==> config.mk <==
export PLATFORM = sky130hd
export DESIGN_NAME = can_frame_unpacker_core_flat
export DESIGN_NICKNAME = d
export VERILOG_FILES = /design/src/cfu_pkg.sv /design/src/cfu_stream_if.sv /design/src/can_frame_unpacker_core.sv /design/src/cfu_parser.sv /design/src/flat_wrapper.sv
export VERILOG_INCLUDE_DIRS = /design/src /design/src/src
export SDC_FILE = /design/constraint.sdc
export NUM_CORES = 1
export LEC_CHECK = 0
export BUFFER_PORTS_ARGS = -buffer_cell sky130_fd_sc_hd__buf_2
export CAP_MARGIN = 0
export CORE_AREA = 2 2 137 139
export CTS_BUF_LIST = sky130_fd_sc_hd__clkbuf_2 sky130_fd_sc_hd__clkbuf_4 sky130_fd_sc_hd__clkbuf_8
export CTS_CLUSTER_DIAMETER = 150
export DETAILED_ROUTE_END_ITERATION = 10
export DIE_AREA = 0 0 139 141
export PLACE_DENSITY = 0.86
export RECOVER_POWER = 25
export REMOVE_ABC_BUFFERS = 1
export SKIP_LAST_GASP = 1
export SYNTH_ARGS = -nofsm -noshare
export SYNTH_HDL_FRONTEND = slang
export SYNTH_SLANG_ARGS = --single-unit
==> constraint.sdc <==
create_clock -name clk -period 13.1 [get_ports clk]
set_input_delay 1.965 -clock clk [delete_from_list [all_inputs] [get_ports clk]]
set_output_delay 1.965 -clock clk [all_outputs]
set_load 0.05 [all_outputs]
==> src/can_frame_unpacker_core_defines.svh <==
// Assertion macros shared by the CAN frame unpacker RTL.
// Needs clk and rst_n in scope at the point of use; no other dependencies.
`ifndef CAN_FRAME_UNPACKER_CORE_DEFINES_SVH
`define CAN_FRAME_UNPACKER_CORE_DEFINES_SVH

// Same-cycle implication, held off during reset.
`define CFU_ASSERT_COMB(label, ante, cons, msg) \
    label: assert property (@(posedge clk) disable iff (!rst_n) (ante) |-> (cons)) \
        else $error(msg);

// Next-cycle implication, held off during reset.
`define CFU_ASSERT_NEXT(label, ante, cons, msg) \
    label: assert property (@(posedge clk) disable iff (!rst_n) (ante) |=> (cons)) \
        else $error(msg);

`endif

==> src/cfu_pkg.sv <==
// Types and constants for the CAN frame unpacker.
// No dependencies; used by the interfaces' users, the parser and the top level.
`timescale 1ns / 1ps

package cfu_pkg;

    localparam int unsigned MAX_DATA_LEN = 8;
    localparam int unsigned IDX_W        = $clog2(MAX_DATA_LEN);
    localparam int unsigned LEN_W        = 4;

    typedef enum logic [2:0] {
        PH_ID_HI   = 3'd0,
        PH_ID_LO   = 3'd1,
        PH_LEN     = 3'd2,
        PH_DATA    = 3'd3,
        PH_DISCARD = 3'd4
    } phase_t;

    typedef logic [MAX_DATA_LEN-1:0][7:0] data_bytes_t;

    typedef struct packed {
        logic [15:0]      id;
        logic [LEN_W-1:0] len;
        data_bytes_t      payload;
    } frame_t;

endpackage

==> src/cfu_stream_if.sv <==
// Valid/ready channel interfaces: byte stream in, CAN frame out.
// No dependencies.
`timescale 1ns / 1ps

interface cfu_in_if;
    logic       valid;
    logic       ready;
    logic [7:0] data_byte;
    logic       last_byte;

    modport source (output valid, output data_byte, output last_byte, input ready);
    modport sink   (input valid, input data_byte, input last_byte, output ready);
endinterface

interface cfu_out_if;
    logic        valid;
    logic        ready;
    logic [15:0] frame_id;
    logic [3:0]  frame_len;
    logic [7:0]  payload_0;
    logic [7:0]  payload_1;
    logic [7:0]  payload_2;
    logic [7:0]  payload_3;
    logic [7:0]  payload_4;
    logic [7:0]  payload_5;
    logic [7:0]  payload_6;
    logic [7:0]  payload_7;

    modport source (
        output valid, output frame_id, output frame_len,
        output payload_0, output payload_1, output payload_2, output payload_3,
        output payload_4, output payload_5, output payload_6, output payload_7,
        input  ready
    );
    modport sink (
        input  valid, input frame_id, input frame_len,
        input  payload_0, input payload_1, input payload_2, input payload_3,
        input  payload_4, input payload_5, input payload_6, input payload_7,
        output ready
    );
endinterface

==> src/can_frame_unpacker_core.sv <==
// CAN frame unpacker top level: parser plus a two-deep output register/skid.
// Depends on cfu_pkg, cfu_stream_if, cfu_parser and the defines header.
`timescale 1ns / 1ps
`include "can_frame_unpacker_core_defines.svh"

// Usage
//   in_ch  : one packet byte per transfer, last_byte set on the packet's final byte.
//   out_ch : one CAN frame per transfer (ID, length, eight payload bytes with the
//            bytes at or beyond the length reading zero).
//   Frames are laid out as ID high, ID low, length, then length data bytes. A
//   length above eight drops the rest of the packet; a frame cut short by the
//   end of the packet is dropped; the parser always restarts after last_byte.
// Output: the frame enters the output register, or the skid stage while that
//   is held, on the transfer of its final data byte (or length byte if zero).
// Throughput: one byte per cycle while the skid stage is empty; frames can leave
//   at one per cycle while out_ch.ready is high.
// Reset: parser back to expecting an ID high byte, data store cleared, output
//   register and skid stage empty.
// Stall: a held frame sits in the output register; one more frame fits in the
//   skid stage, and in_ch.ready drops only while the skid stage is occupied.
module can_frame_unpacker_core
    import cfu_pkg::*;
(
    input  logic  clk,
    input  logic  rst_n,
    cfu_in_if.sink    in_ch,
    cfu_out_if.source out_ch
);

    logic   in_fire;
    logic   emit;
    logic   push;
    logic   out_free;
    frame_t frame;

    logic   main_valid_reg, main_valid_next;
    logic   skid_valid_reg, skid_valid_next;
    frame_t main_reg, main_next;
    frame_t skid_reg, skid_next;

    // input stalls only once the skid stage holds a frame
    assign in_ch.ready = !skid_valid_reg;
    assign in_fire     = in_ch.valid && in_ch.ready;
    assign push        = in_fire && emit;
    assign out_free    = !main_valid_reg || out_ch.ready;

    cfu_parser u_parser (
        .clk       (clk),
        .rst_n     (rst_n),
        .fire      (in_fire),
        .data_byte (in_ch.data_byte),
        .last_byte (in_ch.last_byte),
        .emit      (emit),
        .frame     (frame)
    );

    // output register with skid: the skid always drains into main first
    always_comb
    begin
        main_valid_next = main_valid_reg;
        skid_valid_next = skid_valid_reg;
        main_next       = main_reg;
        skid_next       = skid_reg;
        if (out_free)
        begin
            if (skid_valid_reg)
            begin
                main_valid_next = 1'b1;
                main_next       = skid_reg;
                skid_valid_next = push;
                skid_next       = frame;
            end
            else
            begin
                main_valid_next = push;
                main_next       = frame;
            end
        end
        else if (push)
        begin
            skid_valid_next = 1'b1;
            skid_next       = frame;
        end
    end

    always_ff @(posedge clk or negedge rst_n)
    begin
        if (!rst_n)
        begin
            main_valid_reg <= 1'b0;
            skid_valid_reg <= 1'b0;
        end
        else
        begin
            main_valid_reg <= main_valid_next;
            skid_valid_reg <= skid_valid_next;
        end
    end

    // payload registers, no reset needed
    always_ff @(posedge clk)
    begin
        main_reg <= main_next;
        skid_reg <= skid_next;
    end

    assign out_ch.valid     = main_valid_reg;
    assign out_ch.frame_id  = main_reg.id;
    assign out_ch.frame_len = main_reg.len;
    assign out_ch.payload_0 = main_reg.payload[0];
    assign out_ch.payload_1 = main_reg.payload[1];
    assign out_ch.payload_2 = main_reg.payload[2];
    assign out_ch.payload_3 = main_reg.payload[3];
    assign out_ch.payload_4 = main_reg.payload[4];
    assign out_ch.payload_5 = main_reg.payload[5];
    assign out_ch.payload_6 = main_reg.payload[6];
    assign out_ch.payload_7 = main_reg.payload[7];

    `CFU_ASSERT_COMB(a_skid_behind_main, skid_valid_reg, main_valid_reg,
        "skid stage full while output register empty")
    `CFU_ASSERT_NEXT(a_skid_kept, skid_valid_reg && !out_ch.ready, skid_valid_reg,
        "skid frame lost during stall")
    `CFU_ASSERT_NEXT(a_stall_to_skid, main_valid_reg && !out_ch.ready && push,
        skid_valid_reg, "new frame not caught by skid stage during stall")

endmodule

==> src/cfu_parser.sv <==
// Byte-level frame parser: phase register, header/data hold registers.
// Depends on cfu_pkg and can_frame_unpacker_core_defines.svh.
`timescale 1ns / 1ps
`include "can_frame_unpacker_core_defines.svh"

module cfu_parser
    import cfu_pkg::*;
(
    input  logic       clk,
    input  logic       rst_n,
    input  logic       fire,
    input  logic [7:0] data_byte,
    input  logic       last_byte,
    output logic       emit,
    output frame_t     frame
);

    phase_t           phase_reg, phase_next;
    logic [15:0]      id_reg, id_next;
    logic [LEN_W-1:0] len_reg, len_next;
    logic [LEN_W-1:0] seen_reg, seen_next;
    data_bytes_t      store_reg, store_next;

    logic [LEN_W-1:0] seen_inc;
    logic             len_ok;

    assign seen_inc = seen_reg + LEN_W'(1);
    assign len_ok   = (data_byte <= 8'(MAX_DATA_LEN));

    always_ff @(posedge clk or negedge rst_n)
    begin
        if (!rst_n)
        begin
            phase_reg <= PH_ID_HI;
            id_reg    <= '0;
            len_reg   <= '0;
            seen_reg  <= '0;
            store_reg <= '0;
        end
        else if (fire)
        begin
            phase_reg <= phase_next;
            id_reg    <= id_next;
            len_reg   <= len_next;
            seen_reg  <= seen_next;
            store_reg <= store_next;
        end
    end

    // next phase
    always_comb
    begin
        phase_next = phase_reg;
        case (phase_reg)
            PH_ID_HI: phase_next = PH_ID_LO;
            PH_ID_LO: phase_next = PH_LEN;
            PH_LEN:
            begin
                if (!len_ok)
                    phase_next = PH_DISCARD;
                else if (data_byte == 8'd0)
                    phase_next = PH_ID_HI;
                else
                    phase_next = PH_DATA;
            end
            PH_DATA:
            begin
                if (seen_inc >= len_reg)
                    phase_next = PH_ID_HI;
            end
            default: phase_next = phase_reg;
        endcase
        if (last_byte)
            phase_next = PH_ID_HI;
    end

    // hold registers and frame build
    always_comb
    begin
        id_next    = id_reg;
        len_next   = len_reg;
        seen_next  = seen_reg;
        store_next = store_reg;
        emit       = 1'b0;
        case (phase_reg)
            PH_ID_HI: id_next = {data_byte, 8'h00};
            PH_ID_LO: id_next = {id_reg[15:8], data_byte};
            PH_LEN:
            begin
                if (len_ok)
                begin
                    len_next   = data_byte[LEN_W-1:0];
                    seen_next  = '0;
                    store_next = '0;
                    emit       = (data_byte == 8'd0);
                end
            end
            PH_DATA:
            begin
                if (seen_reg < LEN_W'(MAX_DATA_LEN))
                    store_next[seen_reg[IDX_W-1:0]] = data_byte;
                seen_next = seen_inc;
                emit      = (seen_inc >= len_reg);
            end
            default: emit = 1'b0;
        endcase

        frame.id  = id_next;
        frame.len = len_next;
        for (int k = 0; k < MAX_DATA_LEN; k++)
        begin
            frame.payload[k] = (LEN_W'(k) < len_next) ? store_next[k] : 8'h00;
        end
    end

    `CFU_ASSERT_COMB(a_emit_len_range, fire && emit, frame.len <= LEN_W'(MAX_DATA_LEN),
        "frame emitted with length above eight")
    `CFU_ASSERT_COMB(a_data_phase_count, phase_reg == PH_DATA,
        (len_reg != '0) && (seen_reg < len_reg), "data phase with count at or past length")
    `CFU_ASSERT_NEXT(a_last_resyncs, fire && last_byte, phase_reg == PH_ID_HI,
        "parser not back at header after last byte")

endmodule

==> src/flat_wrapper.sv <==
// flat-port wrapper written by rule: the top's interface ports become plain ports
module can_frame_unpacker_core_flat import cfu_pkg::*;
  (clk, rst_n, in_ch_valid, in_ch_data_byte, in_ch_last_byte, in_ch_ready, out_ch_valid, out_ch_frame_id, out_ch_frame_len, out_ch_payload_0, out_ch_payload_1, out_ch_payload_2, out_ch_payload_3, out_ch_payload_4, out_ch_payload_5, out_ch_payload_6, out_ch_payload_7, out_ch_ready);
  cfu_in_if in_ch_i ();
  cfu_out_if out_ch_i ();
  input  logic clk;
  input  logic rst_n;
  input wire logic [$bits(in_ch_i.valid)-1:0] in_ch_valid;
  input wire logic [$bits(in_ch_i.data_byte)-1:0] in_ch_data_byte;
  input wire logic [$bits(in_ch_i.last_byte)-1:0] in_ch_last_byte;
  output wire logic [$bits(in_ch_i.ready)-1:0] in_ch_ready;
  output wire logic [$bits(out_ch_i.valid)-1:0] out_ch_valid;
  output wire logic [$bits(out_ch_i.frame_id)-1:0] out_ch_frame_id;
  output wire logic [$bits(out_ch_i.frame_len)-1:0] out_ch_frame_len;
  output wire logic [$bits(out_ch_i.payload_0)-1:0] out_ch_payload_0;
  output wire logic [$bits(out_ch_i.payload_1)-1:0] out_ch_payload_1;
  output wire logic [$bits(out_ch_i.payload_2)-1:0] out_ch_payload_2;
  output wire logic [$bits(out_ch_i.payload_3)-1:0] out_ch_payload_3;
  output wire logic [$bits(out_ch_i.payload_4)-1:0] out_ch_payload_4;
  output wire logic [$bits(out_ch_i.payload_5)-1:0] out_ch_payload_5;
  output wire logic [$bits(out_ch_i.payload_6)-1:0] out_ch_payload_6;
  output wire logic [$bits(out_ch_i.payload_7)-1:0] out_ch_payload_7;
  input wire logic [$bits(out_ch_i.ready)-1:0] out_ch_ready;
  assign in_ch_i.valid = in_ch_valid;
  assign in_ch_i.data_byte = in_ch_data_byte;
  assign in_ch_i.last_byte = in_ch_last_byte;
  assign in_ch_ready = in_ch_i.ready;
  assign out_ch_valid = out_ch_i.valid;
  assign out_ch_frame_id = out_ch_i.frame_id;
  assign out_ch_frame_len = out_ch_i.frame_len;
  assign out_ch_payload_0 = out_ch_i.payload_0;
  assign out_ch_payload_1 = out_ch_i.payload_1;
  assign out_ch_payload_2 = out_ch_i.payload_2;
  assign out_ch_payload_3 = out_ch_i.payload_3;
  assign out_ch_payload_4 = out_ch_i.payload_4;
  assign out_ch_payload_5 = out_ch_i.payload_5;
  assign out_ch_payload_6 = out_ch_i.payload_6;
  assign out_ch_payload_7 = out_ch_i.payload_7;
  assign out_ch_i.ready = out_ch_ready;
  can_frame_unpacker_core u_core (.clk(clk), .rst_n(rst_n), .in_ch(in_ch_i), .out_ch(out_ch_i));
endmodule
# Word-level counts from Yosys, hierarchy flattened
# Index checks and enable logic that the tools add are counted.
# totals
ff_bits	261
output_inout_bits	86
# op_classes
addsub	1
order_cmp	13
eq_ne	6
n_mux	34
n_reduce_logical	14
# op_table
operator	count
$mux 84	4
$mux 64	2
$pmux 64 s2	1
$mux 8	9
$bwmux 64	1
$pmux 16 s2	1
$demux 8 s3	1
$lt 3x4->1 const A	4
$mux 4	3
$pmux 3 s4	1
$mux 3	3
$le 8x4->1 const B	1
$logic_not 8->1	1
$lt 1x4->1 const A	2
$lt 2x4->1 const A	2
$pmux 4 s2	1
$eq 3x2->1 const B	2
$reduce_and 3->1	2
$mux 1	5
$reduce_bool 5->1	1
$add 4x1->4 const B	1
$ge 4x4->1	1
$lt 3x4->1 const B	1
$lt 4x4->1 const B	1
other kinds (12)	17

# Longest topological paths before layout
# Gate-level depths: netlist (run 1).
# depth
word_depth	10
ltp_mapped	9
ltp_nobuf	8

# By module
# Synthesis (run 1) repeated with hierarchy kept, for this count alone.
# hier_totals
cells_unflattened	858
area_unflattened_um2	11393.4
# by_module_without_submodules
module	n_inst	cells_per_inst	area_each_um2	seq_area_each_um2
can_frame_unpacker_core	1	272	6277.3	5094.9
cfu_parser	1	586	5116.2	2277.2

# Worst setup path after synthesis (run 1)
# OpenSTA, ideal clock, no wires.
# synth_timing
kind	in2reg
startpoint	input out_ch_ready
endpoint	register u_core.skid_reg[0] in the netlist's numbering, enable pin
t_arrival_ps	10012
t_required_ps	12458
slack_ps	2446
cell_stages	3
cell_sequence	nand2b_1 > nand2b_1 > o21ai_0
# synth_via
elab_chain_cells	3
elab_cells_between_ends	4
classes_between	1 x eq/ne; 3 x reduce/logical
# synth_lines
element	line_no	text
start: declaration	flat_wrapper.sv:23	input wire logic [$bits(out_ch_i.ready)-1:0] out_ch_ready;
$logic_or 1x1->1 *	can_frame_unpacker_core.sv:45	assign out_free = !main_valid_reg || out_ch.ready;
$ne 2x2->1 (no line) / $reduce_bool 2->1 (equally long branches)	-	
$reduce_and 2->1 (no line) *	-	
end signal: assignment	can_frame_unpacker_core.sv:104	skid_reg <= skid_next;
end: declaration	can_frame_unpacker_core.sv:39	frame_t skid_reg, skid_next;
# Every way passes the cells marked *; elsewhere a longest branch is shown, timed or not.
# A chain may end at the register's enable or synchronous reset.

==> impl_metrics.ini, run 1 <==
[outcome]
run_status = complete, but fails checks
violations = max-capacitance violations, max-slew violations

[setup_path]
arrival_ns = 5.70
ff2ff_path_depth = 4
crit_fanout = 70
r2r_setup_slack_ns = 8.07
regToRegEndpoint = u_core.skid_reg[44]
critPathRequiredTime_ns = 12.34
start_kind = input pin
slowest_stage = clkbuf_1
cp.buffers_inverters = 2
crit-reg2reg-launch = u_core.out_ch.valid
critPathTopFamily = buffers and inverters
crit_type = in -> async
path_cells = clkbuf_1, clkbuf_1
critPathMaxStageDelay_ns = 2.72
cpMostUsedCell = clkbuf_1
crit_path_end_kind = asynchronous set/reset pin

[floorplan]
start_util = 0.6344
die-height_microns = 141
die_area_sq_um = 19600
die_w_microns = 139
ioPinCount = 99
core-area_sq_um = 18270
row_count = 50

[place]
gp_congestion = 0.8914
dp.cells = 1214
dpl.hpwl_microns = 15220
portBuffers = 98

[global_routing]
grt.total_usage = 0.2622
grt_max_degree = 112
first_global_vias = 7834
grt_pass1_wl_microns = 41060
grt.busiest_layer = met2
gr-usage-met2 = 0.4205
use_met1 = 0.3609
grt-ovfl-total = 0
antenna_found_initial = 0
globalRouteMet3Util = 0.05571

[cells_and_area]
final_common_cell = edfxtp_1
final_cells = 1288
diodes = 0
area_growth_pct = 11.87
fin_nets = 1040
final_cell_mix = 168 x edfxtp_1, 119 x nand2_1, 92 x dfrtp_1
largest_reg_flops = 84
drive_gt1_frac = 0.2021

[detailed_routing]
drt-pass1-iter-count = 5
drtIter0Drc = 782
wl_per_cell_microns = 19.93
drc = 0
totalWireLength_microns = 25670
viasPerCell = 6.268
dr_total_vias = 8073
antenna_left = 0

[clock_tree]
cts_resized = 0
cts_num_sinks = 261
clk_path_buf_depth = 3
clk_pin_slew_ns = 0.06
cts_tree = yes
insertion_delay_ns = 0.54
h-tree-depth = 2
cts_root_buffer = clkbuf_8
ctsHoldBuffers = 0
numCtsBuffers = 40
post_cts_buffers = 0

[sta]
hold_viol_final = 0
slew-limit-headroom = -1.728
tightest_slew_ns = 4.092
setup_viol_count_final = 0
skew_ns = 0.01289
rsz0062_at_grt = false
slew_violations = 188
fin_tns_setup_ns = 0
timing.final.crit_share = 0.4931
fmax_ghz = 0.1548
fin_crit_ns = 6.460

[worst_hold_path]
holdPathEnd = u_core.u_parser.id_reg[1]
hold_path.class = reg -> reg
min_path_cells = 2
hp-start = u_core.u_parser.id_reg[1]

[yosys]
netlist_instances = 944
ys_async_sr_fraction = 0.3563
netlist_area_sq_um = 11590
yosysSeqAreaShare = 0.6361
synth.avg_cell_area_sq_um = 12.28
synth_cell_types = 54
ys_warn_count = 0
synth-seq-cells = 261
synth_edf_count = 168
synth_top_flop_cell = edfxtp_1

[run]
drv_cap = 4

[pwr]
p_leak_nw = 5.261
p_per_area_nw_per_um2 = 161.8
peakVddDrop_v = 0.0001252
-- through the flow --
stage	util	cell area, sq um	setup slack, ns	hold slack [ns]	power, mW
after floorplan	-	11300	2.432	0.4457	1.320
after global placement	0.6661	12170	7.895	0.4565	1.421
after detailed placement	0.6661	12170	7.809	0.4629	1.432
after CTS	0.7110	12990	8.386	0.4800	2.109
after global routing	0.7097	12960	5.491	0.5142	2.177
final	0.7097	12960	6.640	0.4828	2.097
-- routing by layer --
layer | wire [microns] | up-vias
met2 | 12370 | 360
met5 | 0 | -
li1 | - | 3720
met3 | 1873 | 54
met4 | 584 | 0
met1 | 10840 | 3939
-- worst max-delay path by stage --
stage                            start                         end  slack (ns)  depth (start not counted)
finish                           rst_n       u_core.skid_valid_reg        6.64                          2
global route                     rst_n       u_core.skid_valid_reg        5.49                          2
detailed placement  in_ch_data_byte[6]  u_core.out_ch.payload_2[1]        7.81                          6
CTS                 in_ch_data_byte[6]  u_core.out_ch.payload_2[1]        8.39                          6
global placement    in_ch_data_byte[6]  u_core.out_ch.payload_2[1]        7.89                          6
floorplan                 out_ch_ready          u_core.skid_reg[0]        2.43                          3
-- Yosys cell counts (13+ instances only) --
master	instances	area (sq um)
clkbuf_1	57	214.0
nand2_1	119	446.7
and2_1	13	81.33
a22o_1	90	788.3
a22oi_1	48	360.4
a21oi_1	45	225.2
nor2_1	84	315.3
dfrtp_1	93	2327
o21ai_0	29	145.1
edfxtp_1	168	5045
o31ai_1	32	240.2
mux2_2	42	473.0
-- area by class of cell --
class,count,area [sq um]
tap,234,292.8
fill,1231,5304
timing repair buffer,106,535.5
inverter,8,32.53
multi-input combinational,605,3906
clock inverter,9,45.04
clock buffer,65,775.7
sequential,261,7376
-- where the power goes --
part	internal [mW]	switching, mW
clock network	0.376	0.304
logic	0.112	0.293
registers	0.963	0.0488
-- cells by family after synthesis --
kind of cell,share of synthesized area
flops,0.6361
xor+xnor,0.001512
compound gates,0.1762
mux,0.04751
buf+inv,0.02775
fa+ha+maj,0.005398
simple gates,0.1055
Power figures use the tool's default switching activity.
==> run 2: changes to the inputs <==
--- a/config.mk
+++ b/config.mk
@@ -8,12 +8,12 @@
 export LEC_CHECK = 0
 export BUFFER_PORTS_ARGS = -buffer_cell sky130_fd_sc_hd__buf_2
 export CAP_MARGIN = 0
-export CORE_AREA = 2 2 137 139
+export CORE_AREA = 2 2 147 149
 export CTS_BUF_LIST = sky130_fd_sc_hd__clkbuf_2 sky130_fd_sc_hd__clkbuf_4 sky130_fd_sc_hd__clkbuf_8
 export CTS_CLUSTER_DIAMETER = 150
 export DETAILED_ROUTE_END_ITERATION = 10
-export DIE_AREA = 0 0 139 141
-export PLACE_DENSITY = 0.86
+export DIE_AREA = 0 0 149 151
+export PLACE_DENSITY = 0.79
 export RECOVER_POWER = 25
 export REMOVE_ABC_BUFFERS = 1
 export SKIP_LAST_GASP = 1
==> constraint.sdc (replaced) <==
create_clock -name clk -period 5.28 [get_ports clk]
set_input_delay 0.792 -clock clk [delete_from_list [all_inputs] [get_ports clk]]
set_output_delay 0.792 -clock clk [all_outputs]
set_load 0.05 [all_outputs]
==> run 2 against run 1 <==
The run still ends with max-capacitance violations, max-slew violations left. Wire length decreased by 0.48%. Combinational power increased to 2.5 times the previous value. Total power grew to 2.5 times the previous value. Setup slack lost 5.0 ns. Clock skew increased by 0.0061 ns.
==> impl_metrics.ini, run 2 (same netlist as run 1, synthesis figures left out) <==
[clock_tree]
post_cts_buffers = 0
clk_pin_slew_ns = 0.06
h-tree-depth = 2
insertion_delay_ns = 0.55
ctsHoldBuffers = 0
clk_path_buf_depth = 3
cts_num_sinks = 261
numCtsBuffers = 41
cts_root_buffer = clkbuf_8
cts_tree = yes
cts_resized = 0

[place]
postPlaceCellArea_sq_um = 12250
dpl.hpwl_microns = 15380
portBuffers = 98
gp_congestion = 0.9106

[setup_path]
crit_path_end_kind = flip-flop
critPathRequiredTime_ns = 5.52
path_cells = or3b_1, or3_1, mux2i_4, nor2b_1, o31ai_1
crit_fanout = 25
slowest_stage = nor2b_1
cp.buffers_inverters = 0
start_kind = flip-flop
crit_type = reg -> reg
arrival_ns = 3.84
critPathMaxStageDelay_ns = 0.92
critPathTopFamily = simple AND/OR/NAND/NOR gates

[detailed_routing]
antenna_left = 0
dr_total_vias = 7959
totalWireLength_microns = 25540
top_layer = met4
drc = 0
drtIter0Drc = 864
wl_met3_microns = 1931
viasPerCell = 5.957
drt-pass1-iter-count = 6
dr_wl_met2_microns = 11990
wl_per_cell_microns = 19.12
m1WireLength_microns = 11100

[floorplan]
ioPinCount = 99
die_w_microns = 149
die_area_sq_um = 22500
row_count = 53
start_util = 0.5565
core-area_sq_um = 20820
die-height_microns = 151

[pwr]
p_per_area_nw_per_um2 = 404.0
power_switching_mw = 1.614
clockPowerShare = 0.333
switching_share = 0.3051
p_leak_nw = 5.298
p_comb_frac = 0.193
power.internal_mw = 3.675
peakVddDrop_v = 0.0003355
seq_power_share = 0.474

[cells_and_area]
final_common_cell = edfxtp_1
largest_reg_flops = 84
multi_input_area_sq_um = 3906
area_growth_pct = 12.99
seq_area_sq_um = 7376
drive_gt1_frac = 0.2160
final_area_sq_um = 13090
final_cell_mix = 168 x edfxtp_1, 119 x nand2_1, 93 x buf_2
filler_cell_count = 1644
fin_nets = 1045

[global_routing]
grt_max_degree = 108
grt_pass1_wl_microns = 41000
antenna_found_initial = 1
first_global_vias = 7730
grt-ovfl-total = 0
grt.total_usage = 0.2318

[sta]
rsz0062_at_grt = false
timing.final.crit_share = 0.6805
tightest_slew_ns = 2.348
setup_viol_count_final = 0
fmax_ghz = 0.2783
skew_ns = 0.01903
slew-limit-headroom = -0.5653
fin_crit_ns = 3.593
hold_viol_final = 0
fin_tns_setup_ns = 0
slew_violations = 115

[run]
drv_cap = 2

[worst_hold_path]
hold_path.class = reg -> reg

[outcome]
run_status = complete, but fails checks
violations = max-capacitance violations, max-slew violations
==> run 2: changes by cell type in the layout (fill, tap and decap cells not counted), sizes merged <==
cell	change
diode	+1
clkbuf	-3
bufinv	+1
clkinvlp	+1
inv	-1
buf	+6
clkinv	+2
==> run 2: metrics by stage <==
step	instances	hold slack (ns)	util	total power, mW	worst slack (ns)
after global placement	1259	0.4568	0.5883	3.541	1.249
after detailed placement	1259	0.4628	0.5883	3.558	1.177
after floorplan	874	0.4457	-	3.274	-4.215
final	1336	0.4769	0.6288	5.289	1.687
after CTS	1335	0.2404	0.6299	5.327	1.691
after global routing	1335	0.4926	0.6287	5.519	1.391
==> run 2: power groups by stage <==
stage	clock (mW)	sequential (mW)	combinational, mW
after floorplan	0	2.86	0.410
after global placement	0	2.54	1.01
after detailed placement	0	2.54	1.02
after CTS	1.80	2.51	1.02
after global routing	1.90	2.53	1.09
final	1.76	2.51	1.02
==> run 2: path summary, 6_finish.rpt <==
kind / from / to / slack, ns / depth (start not counted)
max in group asynchronous: rst_n / u_core.u_parser.len_reg[1] / 2.00 / 2
setup reg to reg: u_core.u_parser.phase_reg[0] / u_core.out_ch.payload_0[1] / 1.69 / 5
hold / removal: u_core.u_parser.id_reg[2] / u_core.u_parser.id_reg[2] / 0.48 / 2
hold reg to reg: u_core.u_parser.id_reg[2] / u_core.u_parser.id_reg[2] / 0.48 / 2
min in group asynchronous: rst_n / u_core.u_parser.id_reg[15] / 0.96 / 1
setup / recovery: u_core.u_parser.phase_reg[0] / u_core.out_ch.payload_0[1] / 1.69 / 5
==> run 2: area by class of cell <==
class / count / share of cell area
Sequential cell: 261 / 0.5633
Inverter: 8 / 0.002484
Tap cell: 275 / 0.02628
Multi-Input combinational cell: 605 / 0.2983
Clock inverter: 12 / 0.006116
Clock buffer: 64 / 0.06011
Timing Repair Buffer: 110 / 0.04319
Antenna cell: 1 / 0.0001911
==> run 2: per-layer routing <==
metal / track usage / vias up
li1: - / 3729
met1: 0.3267 / 3832
met2: 0.3668 / 352
met5: 0 / -
met3: 0.04669 / 46
met4: 0.07381 / 0
==> run 2: worst reg2reg max path: cells and delay by family (launching register included) <==
kind	cells	cell delay, ns
simple gates	3	2.13
flops	1	0.69
compound gates	1	0.16
mux	1	0.32
==> run 3: changes to the inputs <==
--- a/config.mk
+++ b/config.mk
@@ -8,12 +8,12 @@
 export LEC_CHECK = 0
 export BUFFER_PORTS_ARGS = -buffer_cell sky130_fd_sc_hd__buf_2
 export CAP_MARGIN = 0
-export CORE_AREA = 2 2 147 149
+export CORE_AREA = 2 2 140 142
 export CTS_BUF_LIST = sky130_fd_sc_hd__clkbuf_2 sky130_fd_sc_hd__clkbuf_4 sky130_fd_sc_hd__clkbuf_8
 export CTS_CLUSTER_DIAMETER = 150
 export DETAILED_ROUTE_END_ITERATION = 10
-export DIE_AREA = 0 0 149 151
-export PLACE_DENSITY = 0.79
+export DIE_AREA = 0 0 142 144
+export PLACE_DENSITY = 0.83
 export RECOVER_POWER = 25
 export REMOVE_ABC_BUFFERS = 1
 export SKIP_LAST_GASP = 1
==> constraint.sdc (replaced) <==
create_clock -name clk -period 3.45 [get_ports clk]
set_input_delay 0.5175 -clock clk [delete_from_list [all_inputs] [get_ports clk]]
set_output_delay 0.5175 -clock clk [all_outputs]
set_load 0.05 [all_outputs]
==> run 3 against run 2 <==
The flow still finishes with violations (max-capacitance violations, max-slew violations). Utilization grew 6.7 points. Hold slack lost 0.15 ns. Total power grew 55%. Sequential power grew 52%. Global-route usage grew 2.9 points. Clock skew grew 0.0055 ns. Final cell count shrank 0.75%. Design area grew 1.4%. Clock-buffer cell count grew 7. Largest power group unchanged. Highest routed layer unchanged.
==> impl_metrics.ini, run 3 (same netlist as run 1, synthesis figures left out) <==
[global_routing]
grt.total_usage = 0.2613
antenna_found_initial = 3
grt_pass1_wl_microns = 41680
grt-ovfl-total = 0
grt_max_degree = 57
first_global_vias = 7776

[clock_tree]
h-tree-depth = 2
clk_pin_slew_ns = 0.06
cts_root_buffer = clkbuf_8
ctsHoldBuffers = 0
insertion_delay_ns = 0.55
clk_path_buf_depth = 3
numCtsBuffers = 42
cts_tree = yes
post_cts_buffers = 0
cts_resized = 0
cts_num_sinks = 261

[setup_path]
path_cells = ha_1, ha_1, a2111oi_0, nor3_1, o211ai_1, o21ai_4, buf_4
crit_type = reg -> reg
arrival_ns = 3.30
crit_fanout = 21
ff2ff_path_depth = 7
cpMostUsedCell = ha_1
start_kind = flip-flop
critPathMaxStageDelay_ns = 0.56
crit_path_end_kind = flip-flop
slowest_stage = a2111oi_0
critPathRequiredTime_ns = 3.71

[pwr]
peakVddDrop_v = 0.0005123
p_per_area_nw_per_um2 = 617.7
p_total_mw = 8.198
p_leak_nw = 5.364

[sta]
hold_viol_final = 0
fmax_ghz = 0.3292
skew_ns = 0.02456
setup_viol_count_final = 0
rsz0062_at_grt = false
slew_violations = 85
timing.final.crit_share = 0.8806
hold_ws_ns = 0.3315
tightest_slew_ns = 2.758
slew-limit-headroom = -0.8385
fin_crit_ns = 3.038

[cells_and_area]
fin_util = 0.6956
drive_gt1_frac = 0.2238
fin_nets = 1071
seq_area_sq_um = 7376
final_common_cell = edfxtp_1
area_growth_pct = 14.52
final_cells = 1326
largest_reg_flops = 84
filler_cell_count = 1310
final_cell_mix = 168 x edfxtp_1, 119 x nand2_1, 92 x dfrtp_1
multi_input_area_sq_um = 3906

[place]
dpl.hpwl_microns = 16560
dp.cells = 1247
portBuffers = 98
gp_congestion = 0.9594

[floorplan]
die-height_microns = 144
row_count = 51
start_util = 0.6074
die_w_microns = 142
core-area_sq_um = 19080
ioPinCount = 99
die_area_sq_um = 20450

[outcome]
violations = max-capacitance violations, max-slew violations
run_status = complete, but fails checks

[detailed_routing]
antenna_left = 0
m1WireLength_microns = 11320
wl_per_cell_microns = 20.23
drc = 0
viasPerCell = 6.205
dr_total_vias = 8228
top_layer = met4
dr_wl_met2_microns = 12640
drt-pass1-iter-count = 5
drtIter0Drc = 829
totalWireLength_microns = 26830
wl_met3_microns = 2096

[worst_hold_path]
min_path_cells = 4
hold_path.class = in -> reg

[run]
drv_cap = 2
-- run 3: cell count changes in the layout (fill, tap and decap cells not counted), sizes merged --
cell      delta
clkbuf      +22
buf         +10
clkinv       -6
bufinv       -1
clkinvlp     +1
diode        +1
-- run 3: worst paths after layout --
kind | start | endpoint | slack (ns)
min in group asynchronous | rst_n | u_core.u_parser.id_reg[14] | 0.85
max in group asynchronous | rst_n | u_core.skid_valid_reg | 0.66
max | u_core.u_parser.seen_reg[0] | u_core.skid_reg[13] | 0.41
min | in_ch_last_byte | u_core.u_parser.phase_reg[0] | 0.33
max reg2reg | u_core.u_parser.seen_reg[0] | u_core.skid_reg[13] | 0.41
min reg2reg | u_core.u_parser.id_reg[6] | u_core.u_parser.id_reg[6] | 0.48
-- run 3: layout make-up --
| cell class | instances | share of cell area |
|---|---|---|
| flip-flops and latches | 261 | 0.5558 |
| multi-input cells | 605 | 0.2943 |
| clock buffers | 71 | 0.06467 |
| repair buffers | 135 | 0.05760 |
| well taps | 238 | 0.02244 |
| inverters | 8 | 0.002451 |
| clock inverters | 6 | 0.002357 |
| diodes | 2 | 0.0003771 |
-- run 3: critical path: cells and delay by family, from the launching register on --
family,cells,cell delay [ns]
AO/OA/AOI/OAI,3,1.19
adder cells (fa/ha/maj),2,0.65
AND/OR/NAND/NOR,1,0.13
buffers and inverters,1,0.27
flip-flops,1,0.50
-- run 3: metal layers --
metal,global-route usage,vias up
li1,-,3775
met1,0.3693,3982
met2,0.4086,399
met3,0.05066,72
met4,0.09632,0
met5,0,-
-- run 3: metrics by stage --
step                area (sq um)  setup slack (ns)  setup TNS (ns)
finish                     13270            0.4120               0
global route               13270            0.1491               0
CTS                        13310            0.4750               0
detailed placement         12420            0.3864               0
global placement           12420            0.4450               0
floorplan                  11300            -5.927         -552.11
-- run 3: where the power goes --
group          internal (mW)  leakage [nW]  switching, mW
logic                  0.473          1.78           1.15
clock network           1.56         0.470           1.19
registers               3.65          3.11          0.169
